### config.mk
export PLATFORM = sky130hd
export DESIGN_NAME = pulse_beat_detector
export DESIGN_NICKNAME = d
export VERILOG_FILES = /design/src/hdl/pbd_pkg.sv /design/src/hdl/pulse_beat_detector.sv
export SDC_FILE = /design/constraint.sdc
export NUM_CORES = 2
export LEC_CHECK = 0
export CORE_UTILIZATION = 55
export CTS_BUF_LIST = sky130_fd_sc_hd__clkbuf_8
export DETAILED_ROUTE_END_ITERATION = 8
export DONT_BUFFER_PORTS = 1
export HOLD_SLACK_MARGIN = 0.08
export PLACE_DENSITY = 0.71
export SLEW_MARGIN = 0
export SYNTH_ARGS = -nofsm -noshare
export SYNTH_HDL_FRONTEND = slang
export SYNTH_SLANG_ARGS = --single-unit
### constraint.sdc
create_clock -name clk -period 18.8 [get_ports clk]
set_clock_uncertainty 0.15 [all_clocks]
set_input_delay 3.76 -clock clk [delete_from_list [all_inputs] [get_ports clk]]
set_output_delay 3.76 -clock clk [all_outputs]
set_load 0.01 [all_outputs]
### src/hdl/pbd_pkg.sv
// package for the pulse beat detector: phase codes, widths, constants
// no dependencies
`timescale 1ns / 1ps
package pbd_pkg;
  localparam int SmpW = 24;
  localparam int ThrW = 23;
  localparam int PerW = 30;
  localparam int RateW = 24;
  localparam int FacW = 16;
  localparam logic [2:0] PH_INIT   = 3'd0;
  localparam logic [2:0] PH_WAIT   = 3'd1;
  localparam logic [2:0] PH_FOLLOW = 3'd2;
  localparam logic [2:0] PH_MAYBE  = 3'd3;
  localparam logic [2:0] PH_MASK   = 3'd4;
  localparam logic [2:0] CFG_MIN_THR  = 3'd0;
  localparam logic [2:0] CFG_MAX_THR  = 3'd1;
  localparam logic [2:0] CFG_STEP     = 3'd2;
  localparam logic [2:0] CFG_DECAY    = 3'd3;
  localparam logic [2:0] CFG_FALLOFF  = 3'd4;
  localparam logic [2:0] CFG_ALPHA    = 3'd5;
  localparam logic [2:0] CFG_LOST     = 3'd6;
  localparam logic [2:0] CFG_MASK     = 3'd7;
  // 60000 * 65536 for the rate
  localparam logic [31:0] RATE_NUM = 32'd3932160000;
  localparam logic [PerW-1:0] PER_MAX = {PerW{1'b1}};
  localparam logic [RateW-1:0] RATE_MAX = {RateW{1'b1}};
endpackage

### src/hdl/pulse_beat_detector.sv
// pulse beat detector top level: phase machine plus shared sequential divider
// depends on pbd_pkg
`timescale 1ns / 1ps
// One filtered pulse sample word (signed Q16.8 plus ms timestamp) enters when
// in_valid is high and in_stall low; one result word (beat flag, threshold,
// smoothed period, rate) leaves on the out channel. A five-phase detector
// (init holdoff, waiting, following, maybe, masking) tracks an adaptive
// threshold. The block holds one word at a time: no new sample is accepted
// until the result has left, and any wait on out_stall delays that. The rate
// divide is skipped while the period is zero; the proportional decay divide
// can run as well in the waiting and masking phases when a peak and a period
// are known. The shared restoring divider produces one quotient bit per cycle
// (50 bits for the decay, 32 for the rate). Products go through one shared
// 40x24 multiplier, one per cycle, and are used combinationally in that cycle.
// Configuration is written through cfg_we, cfg_index and cfg_data, only while
// the block is idle: the user must keep to this, the block does not enforce it.
module pulse_beat_detector #(
  parameter int INIT_HOLDOFF_MS = 2000,
  parameter int SAMPLE_PERIOD_MS = 10
) (
  input  logic        clk,
  input  logic        rst,
  input  logic        cfg_we,
  input  logic [2:0]  cfg_index,
  input  logic [22:0] cfg_data,
  input  logic        in_valid,
  output logic        in_stall,
  input  logic signed [23:0] sample,
  input  logic [31:0] now_ms,
  output logic        out_valid,
  input  logic        out_stall,
  output logic        beat,
  output logic [22:0] threshold_now,
  output logic [29:0] period_avg,
  output logic [23:0] rate_bpm
);
  // sequencer steps
  localparam logic [3:0] S_IDLE = 4'd0, S_EVAL = 4'd1, S_MUL1 = 4'd2, S_MUL2 = 4'd3,
    S_DECDIV = 4'd4, S_DECFIN = 4'd5, S_PERM1 = 4'd6, S_PERM2 = 4'd7, S_PERFIN = 4'd8,
    S_RATE = 4'd9, S_RDIV = 4'd10, S_OUT = 4'd11, S_GEOM = 4'd12;

  // configuration registers
  logic [22:0] min_threshold, max_threshold, step_margin;
  logic [15:0] decay_factor, falloff_target, period_alpha, lost_delay_ms, mask_holdoff_ms;

  // detector state
  logic [2:0]  phase;
  logic [22:0] threshold_reg;
  logic [29:0] beat_period_reg;
  logic signed [23:0] last_peak;
  logic [31:0] last_beat_time;

  // sequencer and datapath registers
  logic [3:0]  step;
  logic signed [23:0] smp;
  logic [31:0] now_r, gap;
  logic        beat_r;
  logic [63:0] acc;       // product / accumulator
  logic [63:0] dividend;  // shifting dividend, quotient grows in low bits
  logic [38:0] rem;
  logic [37:0] divisor;
  logic [5:0]  bit_cnt;

  // shared multiplier: one product per cycle, operands chosen by step
  logic [39:0] mul_a;
  logic [23:0] mul_b;
  logic [63:0] mul_p;
  always_comb begin
    mul_a = '0;
    mul_b = '0;
    case (step)
      S_MUL1: begin
        mul_a = {17'd0, last_peak[22:0]};
        mul_b = {7'd0, 17'(18'h10000 - {2'b0, falloff_target})};
      end
      S_MUL2: begin
        mul_a = acc[39:0];
        mul_b = 24'(SAMPLE_PERIOD_MS);
      end
      S_GEOM: begin
        mul_a = {17'd0, threshold_reg};
        mul_b = {8'd0, decay_factor};
      end
      S_PERM1: begin
        mul_a = {gap, 8'd0};
        mul_b = {8'd0, period_alpha};
      end
      S_PERM2: begin
        mul_a = {10'd0, beat_period_reg};
        mul_b = {7'd0, 17'(18'h10000 - {2'b0, period_alpha})};
      end
      default: ;
    endcase
    mul_p = 64'(mul_a) * 64'(mul_b);
  end

  // one restoring divide step
  logic [38:0] rem_sh;
  logic        rem_ge;
  always_comb begin
    rem_sh = {rem[37:0], dividend[63]};
    rem_ge = rem_sh >= {1'b0, divisor};
  end

  logic signed [24:0] s_ext, thr_ext, max_ext;
  logic signed [25:0] s_plus;
  always_comb begin
    s_ext = 25'(smp);
    thr_ext = {2'b0, threshold_reg};
    max_ext = {2'b0, max_threshold};
    s_plus = 26'(smp) + {3'b0, step_margin};
  end

  logic [64:0] per_sum;
  assign per_sum = {1'b0, acc} + {1'b0, mul_p} + 65'd32768;

  assign in_stall = (step != S_IDLE);
  assign out_valid = (step == S_OUT);

  always_ff @(posedge clk) begin
    if (rst) begin
      min_threshold <= 23'd5120;
      max_threshold <= 23'd204800;
      step_margin <= 23'd7680;
      decay_factor <= 16'd64881;
      falloff_target <= 16'd19661;
      period_alpha <= 16'd39322;
      lost_delay_ms <= 16'd2000;
      mask_holdoff_ms <= 16'd200;
      phase <= pbd_pkg::PH_INIT;
      threshold_reg <= 23'd5120;
      beat_period_reg <= '0;
      last_peak <= '0;
      last_beat_time <= '0;
      step <= S_IDLE;
      beat_r <= 1'b0;
    end else begin
      if (cfg_we) begin
        case (cfg_index)
          pbd_pkg::CFG_MIN_THR: min_threshold <= cfg_data;
          pbd_pkg::CFG_MAX_THR: max_threshold <= cfg_data;
          pbd_pkg::CFG_STEP:    step_margin <= cfg_data;
          pbd_pkg::CFG_DECAY:   decay_factor <= cfg_data[15:0];
          pbd_pkg::CFG_FALLOFF: falloff_target <= cfg_data[15:0];
          pbd_pkg::CFG_ALPHA:   period_alpha <= cfg_data[15:0];
          pbd_pkg::CFG_LOST:    lost_delay_ms <= cfg_data[15:0];
          pbd_pkg::CFG_MASK:    mask_holdoff_ms <= cfg_data[15:0];
          default: ;
        endcase
      end
      case (step)
        S_IDLE: begin
          if (in_valid) begin
            smp <= sample;
            now_r <= now_ms;
            gap <= now_ms - last_beat_time;
            beat_r <= 1'b0;
            step <= S_EVAL;
          end
        end
        S_EVAL: begin
          case (phase)
            pbd_pkg::PH_WAIT: begin
              if (s_ext > thr_ext) begin
                threshold_reg <= (s_ext < max_ext) ? smp[22:0] : max_threshold;
                phase <= pbd_pkg::PH_FOLLOW;
              end
              if ({16'd0, lost_delay_ms} < gap) begin
                beat_period_reg <= '0;
                last_peak <= '0;
                step <= S_GEOM;
              end else if (last_peak > 0 && beat_period_reg != '0) begin
                step <= S_MUL1;
              end else begin
                step <= S_GEOM;
              end
            end
            pbd_pkg::PH_FOLLOW: begin
              if (s_ext < thr_ext) phase <= pbd_pkg::PH_MAYBE;
              else threshold_reg <= (s_ext < max_ext) ? smp[22:0] : max_threshold;
              step <= S_RATE;
            end
            pbd_pkg::PH_MAYBE: begin
              if (s_plus < 26'(thr_ext)) begin
                beat_r <= 1'b1;
                last_peak <= smp;
                phase <= pbd_pkg::PH_MASK;
                last_beat_time <= now_r;
                step <= (gap != '0) ? S_PERM1 : S_RATE;
              end else begin
                phase <= pbd_pkg::PH_FOLLOW;
                step <= S_RATE;
              end
            end
            pbd_pkg::PH_MASK: begin
              if ({16'd0, mask_holdoff_ms} < gap) phase <= pbd_pkg::PH_WAIT;
              step <= (last_peak > 0 && beat_period_reg != '0) ? S_MUL1 : S_GEOM;
            end
            default: begin
              if (now_r > 32'(INIT_HOLDOFF_MS)) phase <= pbd_pkg::PH_WAIT;
              step <= S_RATE;
            end
          endcase
        end
        S_GEOM: begin
          // geometric decay then minimum clamp
          threshold_reg <= (mul_p[38:16] < min_threshold) ? min_threshold : mul_p[38:16];
          step <= S_RATE;
        end
        S_MUL1: begin
          acc <= mul_p;
          step <= S_MUL2;
        end
        S_MUL2: begin
          // numerator is at most 50 bits wide
          dividend <= {mul_p[49:0], 14'd0};
          rem <= '0;
          divisor <= {beat_period_reg, 8'd0};
          bit_cnt <= 6'd50;
          step <= S_DECDIV;
        end
        S_DECDIV: begin
          rem <= rem_ge ? (rem_sh - {1'b0, divisor}) : rem_sh;
          dividend <= {dividend[62:0], rem_ge};
          bit_cnt <= bit_cnt - 6'd1;
          if (bit_cnt == 6'd1) step <= S_DECFIN;
        end
        S_DECFIN: begin
          if (dividend[49:0] >= {27'd0, threshold_reg}) threshold_reg <= min_threshold;
          else if ((threshold_reg - dividend[22:0]) < min_threshold)
            threshold_reg <= min_threshold;
          else threshold_reg <= threshold_reg - dividend[22:0];
          step <= S_RATE;
        end
        S_PERM1: begin
          acc <= mul_p;
          step <= S_PERM2;
        end
        S_PERM2: begin
          beat_period_reg <= (per_sum[64:16] > {19'd0, pbd_pkg::PER_MAX}) ?
            pbd_pkg::PER_MAX : per_sum[45:16];
          step <= S_RATE;
        end
        S_RATE: begin
          if (beat_period_reg == '0) begin
            rate_bpm <= '0;
            step <= S_OUT;
          end else begin
            dividend <= {pbd_pkg::RATE_NUM, 32'd0};
            rem <= '0;
            divisor <= {8'd0, beat_period_reg};
            bit_cnt <= 6'd32;
            step <= S_RDIV;
          end
        end
        S_RDIV: begin
          rem <= rem_ge ? (rem_sh - {1'b0, divisor}) : rem_sh;
          dividend <= {dividend[62:0], rem_ge};
          bit_cnt <= bit_cnt - 6'd1;
          if (bit_cnt == 6'd1) begin
            step <= S_PERFIN;
          end
        end
        S_PERFIN: begin
          rate_bpm <= (dividend[31:24] != 8'd0) ? pbd_pkg::RATE_MAX : dividend[23:0];
          step <= S_OUT;
        end
        S_OUT: begin
          if (!out_stall) step <= S_IDLE;
        end
        default: step <= S_IDLE;
      endcase
    end
  end

  assign beat = beat_r;
  assign threshold_now = threshold_reg;
  assign period_avg = beat_period_reg;
endmodule

---- Yosys cells after proc, flatten, opt, wreduce, memory -nomap -nowiden ----
Cells that the tools add are included.
word-level totals
  flip-flop bits (word level) ............. 588
  input bits .............................. 87
  output and inout port bits .............. 80
operators by class
  add/subtract/negate cells ............... 9
  multipliers ............................. 1
  $lt $le $gt $ge ......................... 13
  eq/ne operators ......................... 42
  muxes and demuxes ....................... 50
  bitwise operators ....................... 1
  reduce and logical (&&, ||, !) cells .... 39
operators with widths
  operator                                              number
  case mux 40 bit (5 select lines)                      1
  case mux 64 bit (3 select lines)                      1
  2-to-1 mux 23 bit                                     6
  2-to-1 mux 38 bit                                     3
  case mux 38 bit (3 select lines)                      1
  2-to-1 mux 24 bit                                     4
  case mux 24 bit (2 select lines)                      2
  2-to-1 mux 30 bit                                     3
  case mux 17 bit (5 select lines)                      1
  case mux 38 bit (2 select lines)                      1
  case mux 23 bit (3 select lines)                      1
  adder 64 x 64 -> 65 bit                               1
  adder 65 x 16 -> 65 bit, second input constant        1
  < comparator 16 x 32 -> 1 bit                         2
  multiplier 40 x 24 -> 64 bit                          1
  2-to-1 mux 64 bit                                     1
  case mux 30 bit (2 select lines)                      1
  >= comparator 50 x 23 -> 1 bit                        1
  > comparator 49 x 30 -> 1 bit, second input constant  1
  < comparator 24 bit                                   2
  < comparator 23 bit                                   2
  case mux 23 bit (2 select lines)                      1
  case mux 4 bit (11 select lines)                      1
  >= comparator 39 x 38 -> 1 bit                        1
  46 further kinds                                      115

---- Depth between registers and ports, before layout ----
  word-level depth ........................ 8
  depth in mapped cells ................... 55
  mapped depth without buffers ............ 50

---- Worst setup path after synthesis ----
No wires, ideal clock.
  kind .................................... reg2reg
  start ................................... register step[3]
  end ..................................... register beat_period_reg[0], in the netlist period_avg[0]
  setup time .............................. 0.122 ns
  data arrival time ....................... 12.380 ns
  data required time ...................... 18.528 ns
  path slack .............................. 6.148 ns
  cell stages (with the launch flop) ...... 53
  path buffers ............................ 6
  cells stage by stage .................... dfxtp_1 > nor2b_1 > buf_2 > and3_1 > clkbuf_1 > nor4_1 > o21ai_1 > nor2_1 > o21a_1 > nand3_1 > nand3b_1 > nand3b_1 > xnor2_1 > o221ai_1 > clkbuf_1 > nand2_1 > fa_1 > fa_1 > [... 17 more ...] > o31a_1 > o21ai_0 > xor2_1 > ha_1 > ha_1 > clkbuf_1 > nand2_1 > or4b_2 > a21oi_1 > nor2_1 > a31oi_1 > a21boi_0 > xnor2_1 > a21oi_1 > nand4_1 > o41a_1 > buf_6 > a221o_1
on the way
  longest elaborated chain between the ends .. 8
  elaborated cells on any way between the ends .. 18
RTL lines
  what                                                                                  RTL line                    text
  start, declared                                                                       pulse_beat_detector.sv:54   logic [3:0] step;
  start signal, assigned                                                                pulse_beat_detector.sv:189  step <= (gap != '0) ? S_PERM1 : S_RATE;
  start signal, assigned                                                                pulse_beat_detector.sv:197  step <= (last_peak > 0 && beat_period_reg != '0) ? S_MUL1 : S_GEOM;
  == test 4 x 3 -> 1 bit, or another cell as far along                                  pulse_beat_detector.sv:71   case (step)
  case mux 40 bit (5 select lines) or case mux 17 bit (5 select lines) (tied branches)  pulse_beat_detector.sv:71
  multiplier 40 x 24 -> 64 bit (*)                                                      pulse_beat_detector.sv:94   mul_p = 64'(mul_a) * 64'(mul_b);
  named net mul_p[51]                                                                   pulse_beat_detector.sv:67   logic [63:0] mul_p;
  adder 64 x 64 -> 65 bit (*)                                                           pulse_beat_detector.sv:115  assign per_sum = {1'b0, acc} + {1'b0, mul_p} + 65'd32768;
  adder 65 x 16 -> 65 bit (*)                                                           pulse_beat_detector.sv:115
  > comparator 49 x 30 -> 1 bit (*)                                                     pulse_beat_detector.sv:240  beat_period_reg <= (per_sum[64:16] > {19'd0, pbd_pkg::PER_MAX}) ?
  2-to-1 mux 30 bit (*)                                                                 pulse_beat_detector.sv:240
  case mux 30 bit (2 select lines) (*)                                                  pulse_beat_detector.sv:151  case (step)
  end signal, assigned                                                                  pulse_beat_detector.sv:240
  end, declared                                                                         pulse_beat_detector.sv:49   logic [29:0] beat_period_reg;
The timed path passes the listed nets; every way through them passes the cells marked *.
A chain may end at the register's enable or synchronous reset.

---- Final worst setup path ----
  start ................................... register step[0]
  end ..................................... register beat_period_reg[17], in the netlist period_avg[17]
Same word-level chain as after synthesis.

==> results.env <==
CRITICAL_PATH.MAX_FANOUT=30
SYN-MEAN-INSTANCE-AREA_SQ_UM=8.792
DETAIL_ROUTE.WL_PER_CELL_MICRONS=24.22
CLOCK_TREE_FROM_TRITONCTS='built'
PWR_DENSITY_CELL_nW_PER_UM2=62.74
NETS=7750
DPL-INSTANCE-AREA_SQ_UM=60040
CTS_ROOT_BUFFER='sky130_fd_sc_hd__clkbuf_8'
FIN_AREA_SQ_UM=62000
CRITICAL-PATH-SLOWEST-CELL='sky130_fd_sc_hd__o41ai_1'
GRT_MAX_DEGREE=162
PRE_CTS_WORST_SETUP_SLACK_PS=3734
FINISH.CELL_COUNT_WITHOUT_FILLERS=8032
PORT_BUFFERS=0
COREAREA_SQ_UM=105300
DRC=0
WORST_EP_ARRIVAL_TIME_PS=15850
LEAKAGEPOWER_nW=27.97
DIEHEIGHT_MICRONS=327.8
CTS_REPAIR_RESIZE_COUNT=0
SYNTHARSTFLOPSHARE_PCT=0
RUN_STATUS='finished, final reports clean'
FINAL_CRITICAL_PATH_SETUP_SLACK_PS=3408
TIMING.CRITICAL_PATH.FROM_TYPE='flip-flop'
CTS_MAX_LEVEL=3
OVERFLOW=0
AREAGROWTHSYNTHTOFINISH_PCT=6.180
FINAL_MIN_PERIOD_OVER_CLOCK_PERIOD_PCT=81.87
SETUP_VIOL=0
POST_SYNTH_INSTANCE_AREA_SQ_UM=58390
STARTING_DENSITY_OF_THE_CORE_PCT=55.47
CLOCK_LATENCY_PS=770
CRITPATHTOPFAMILY='compound AO/OA/AOI/OAI gates'
CP.REQUIRED_PS=19260
CP-END-KIND='flip-flop'
WORST_SLEW_MARGIN_PCT=19.88
VIAS_CELL=6.121
TIMING.MAX_CAP.VIOLATIONS=0
YOSYSSEQAREASHARE_PCT=25.48
FMAX_MHz=64.97
MAX_STAGE_DELAY_PS=860
WORSTSETUPPATHTYPE='flip-flop to flip-flop'
IOS=167
DIE_W_MICRONS=327.8
MOST-COMMON-LAYOUT-CELLS='1152 x sky130_fd_sc_hd__nand2_1, 920 x sky130_fd_sc_hd__inv_1, 574 x sky130_fd_sc_hd__fa_1, 536 x sky130_fd_sc_hd__ha_1, 433 x sky130_fd_sc_hd__a21oi_1'
CRITPATHMOSTFREQUENTCELL='sky130_fd_sc_hd__fa_1'
LAYOUT_COMMONEST_CELL='sky130_fd_sc_hd__nand2_1'
YOSYS_WARNINGS=0
CP_NUM_BUF_INV=5
CLOCK-SINKS=584
GRT_SETUP_UNREPAIRED='no'
HP-CLASS='flip-flop to flip-flop'
TIMING.FINAL.MAX_SLEW_VIOLATIONS=0
FINAL_HOLD_VIOL_COUNT=0
POSTSYNTHCELLCOUNT=6641
CTS.CLK_SLEW.WORST_PATHS_PS=60
DETAILED_ROUTING_ITERATIONS_PASS_1=6
ROW_COUNT=119
DESIGN.DIE.AREA_SQ_UM=107500
GROUTE.USAGE.OVERALL_PCT=36.04
POST_CTS.REPAIR.SETUP_BUFFERS=0
WORST_PIN_SLEW_PS=1197
CTS_BUFFER_DEPTH=3
FIRST_GLOBAL_VIAS=47830
DRIVE_GT1_SHARE_PCT=4.868
SEQ_CELLS_POST_SYNTH=584
DRTANTENNAVIOLNETS=0
HOLDBUFCOUNTCTS=0
SYNTH-EDFF-COUNT=318
FINALSETUPTNS_PS=0
MAX-VDD-IR-DROP_uV=76.84
DOMINANTREGCELLSYNTH='sky130_fd_sc_hd__edfxtp_1'
MIN_PERIOD_PS=15390
PLACE.GP.CONGESTION=1.025
GLOBAL_ROUTE_WIRE_LENGTH_BEFORE_REPAIR_MICRONS=293000
YS_TYPES=87
DPL.CELL_COUNT=7847
ROUTE.VIAS.TOTAL=49160
DRT_ITER0_DRC=5217
FINALWIRELENGTH_MICRONS=194500
DETAILEDPLACEMENTHPWL_MICRONS=149300
ANTENNA_FOUND_INITIAL=7
CTS_MADE_BUFFERS=95
tightest hold or removal path: cells and delay by family (launching register included):
family | cells | cell delay [ps]
simple gates | 1 | 50
compound gates | 1 | 50
flops | 1 | 300
per-layer routing:
metal,vias to the layer above,track usage (%),share of wire [%]
met2,2554,54.79,43
met4,4,15.20,4.7
met1,24000,48.41,40
li1,22120,-,-
met5,-,0,0.011
met3,490,9.752,12
cell type report:
class,instances,area (sq um)
flip-flops and latches,584,14870
diodes,6,15.01
repair buffers,114,855.8
inverters,885,3322
clock inverters,73,483.0
multi-input cells,4873,39250
clock buffers,106,1459
fillers,9311,43270
well taps,1391,1740
power by group:
part	total, mW	internal [mW]	switching [mW]	leakage (nW)
registers	1.58	1.47	0.115	5.12
clock network	1.16	0.592	0.568	1.13
logic	1.15	0.386	0.762	21.7
stage by stage:
stage	hold slack, ps	utilization (%)	power, mW
floorplan	281.2	-	2.345
global placement	284.3	57.03	2.696
detailed placement	290.0	57.03	2.714
CTS	301.3	58.88	3.864
global route	322.4	58.88	4.047
finish	298.6	58.89	3.889
synth_stat cells (35+ instances only):
library cell               count  area [sq um]
sky130_fd_sc_hd__dfxtp_1     266          5325
sky130_fd_sc_hd__nand4_1      68         425.4
sky130_fd_sc_hd__nor4_1       43         269.0
sky130_fd_sc_hd__and2_1      109         681.9
sky130_fd_sc_hd__o21bai_1     37         277.8
sky130_fd_sc_hd__a22oi_1      57         427.9
sky130_fd_sc_hd__inv_1       884          3318
sky130_fd_sc_hd__nand2_1    1153          4328
sky130_fd_sc_hd__a21o_1      153          1149
sky130_fd_sc_hd__nand2b_1     47         294.0
sky130_fd_sc_hd__fa_1        574         11490
sky130_fd_sc_hd__clkbuf_1    256         960.9
sky130_fd_sc_hd__mux2i_1      64         640.6
sky130_fd_sc_hd__a31oi_1      35         219.0
sky130_fd_sc_hd__nor3_1       59         295.3
sky130_fd_sc_hd__o21a_1       76         570.6
sky130_fd_sc_hd__nand3_1     113         565.5
sky130_fd_sc_hd__nor2_1      379          1423
sky130_fd_sc_hd__nor2b_1      44         275.3
sky130_fd_sc_hd__o21ai_0     195         975.9
sky130_fd_sc_hd__a21oi_1     434          2172
sky130_fd_sc_hd__a221o_1      36         360.4
sky130_fd_sc_hd__o211ai_1     36         270.3
sky130_fd_sc_hd__xnor2_1     141          1235
sky130_fd_sc_hd__a22o_1       68         595.6
sky130_fd_sc_hd__ha_1        536          6706
sky130_fd_sc_hd__edfxtp_1    318          9549
sky130_fd_sc_hd__xor2_1       73         639.4
path summary, 6_finish.rpt:
path | to | start | cells past startpoint | slack (ps)
setup / recovery | period_avg[17]$_SDFFE_PP0P_ | step[0]$_SDFFE_PP0P_ | 47 | 3410
hold / removal | last_beat_time[18]$_SDFFE_PP0P_ | last_beat_time[18]$_SDFFE_PP0P_ | 2 | 300
setup reg to reg | period_avg[17]$_SDFFE_PP0P_ | step[0]$_SDFFE_PP0P_ | 47 | 3410
hold reg to reg | last_beat_time[18]$_SDFFE_PP0P_ | last_beat_time[18]$_SDFFE_PP0P_ | 2 | 300
registers in the layout, summed over array words and instances (netlist names):
name / flops
max_threshold: 23
divisor: 38
bit_cnt: 6
last_beat_time: 32
gap: 32
threshold_now: 23
step_margin: 23
period_avg: 30
lost_delay_ms: 16
rem: 38
falloff_target: 16
smp: 24
dividend: 64
now_r: 32
mask_holdoff_ms: 16
decay_factor: 16
rate_bpm: 24
last_peak: 24
period_alpha: 16
step: 4
beat: 1
min_threshold: 23
acc: 60
phase: 3
logic make-up after synthesis:
family	synth area share [%]
buf+inv	7.772
compound gates	15.09
mux	1.271
simple gates	15.99
other cells	0.01286
fa+ha+maj	31.18
flops	25.48
xor+xnor	3.210
Power figures use the tool's default switching activity.
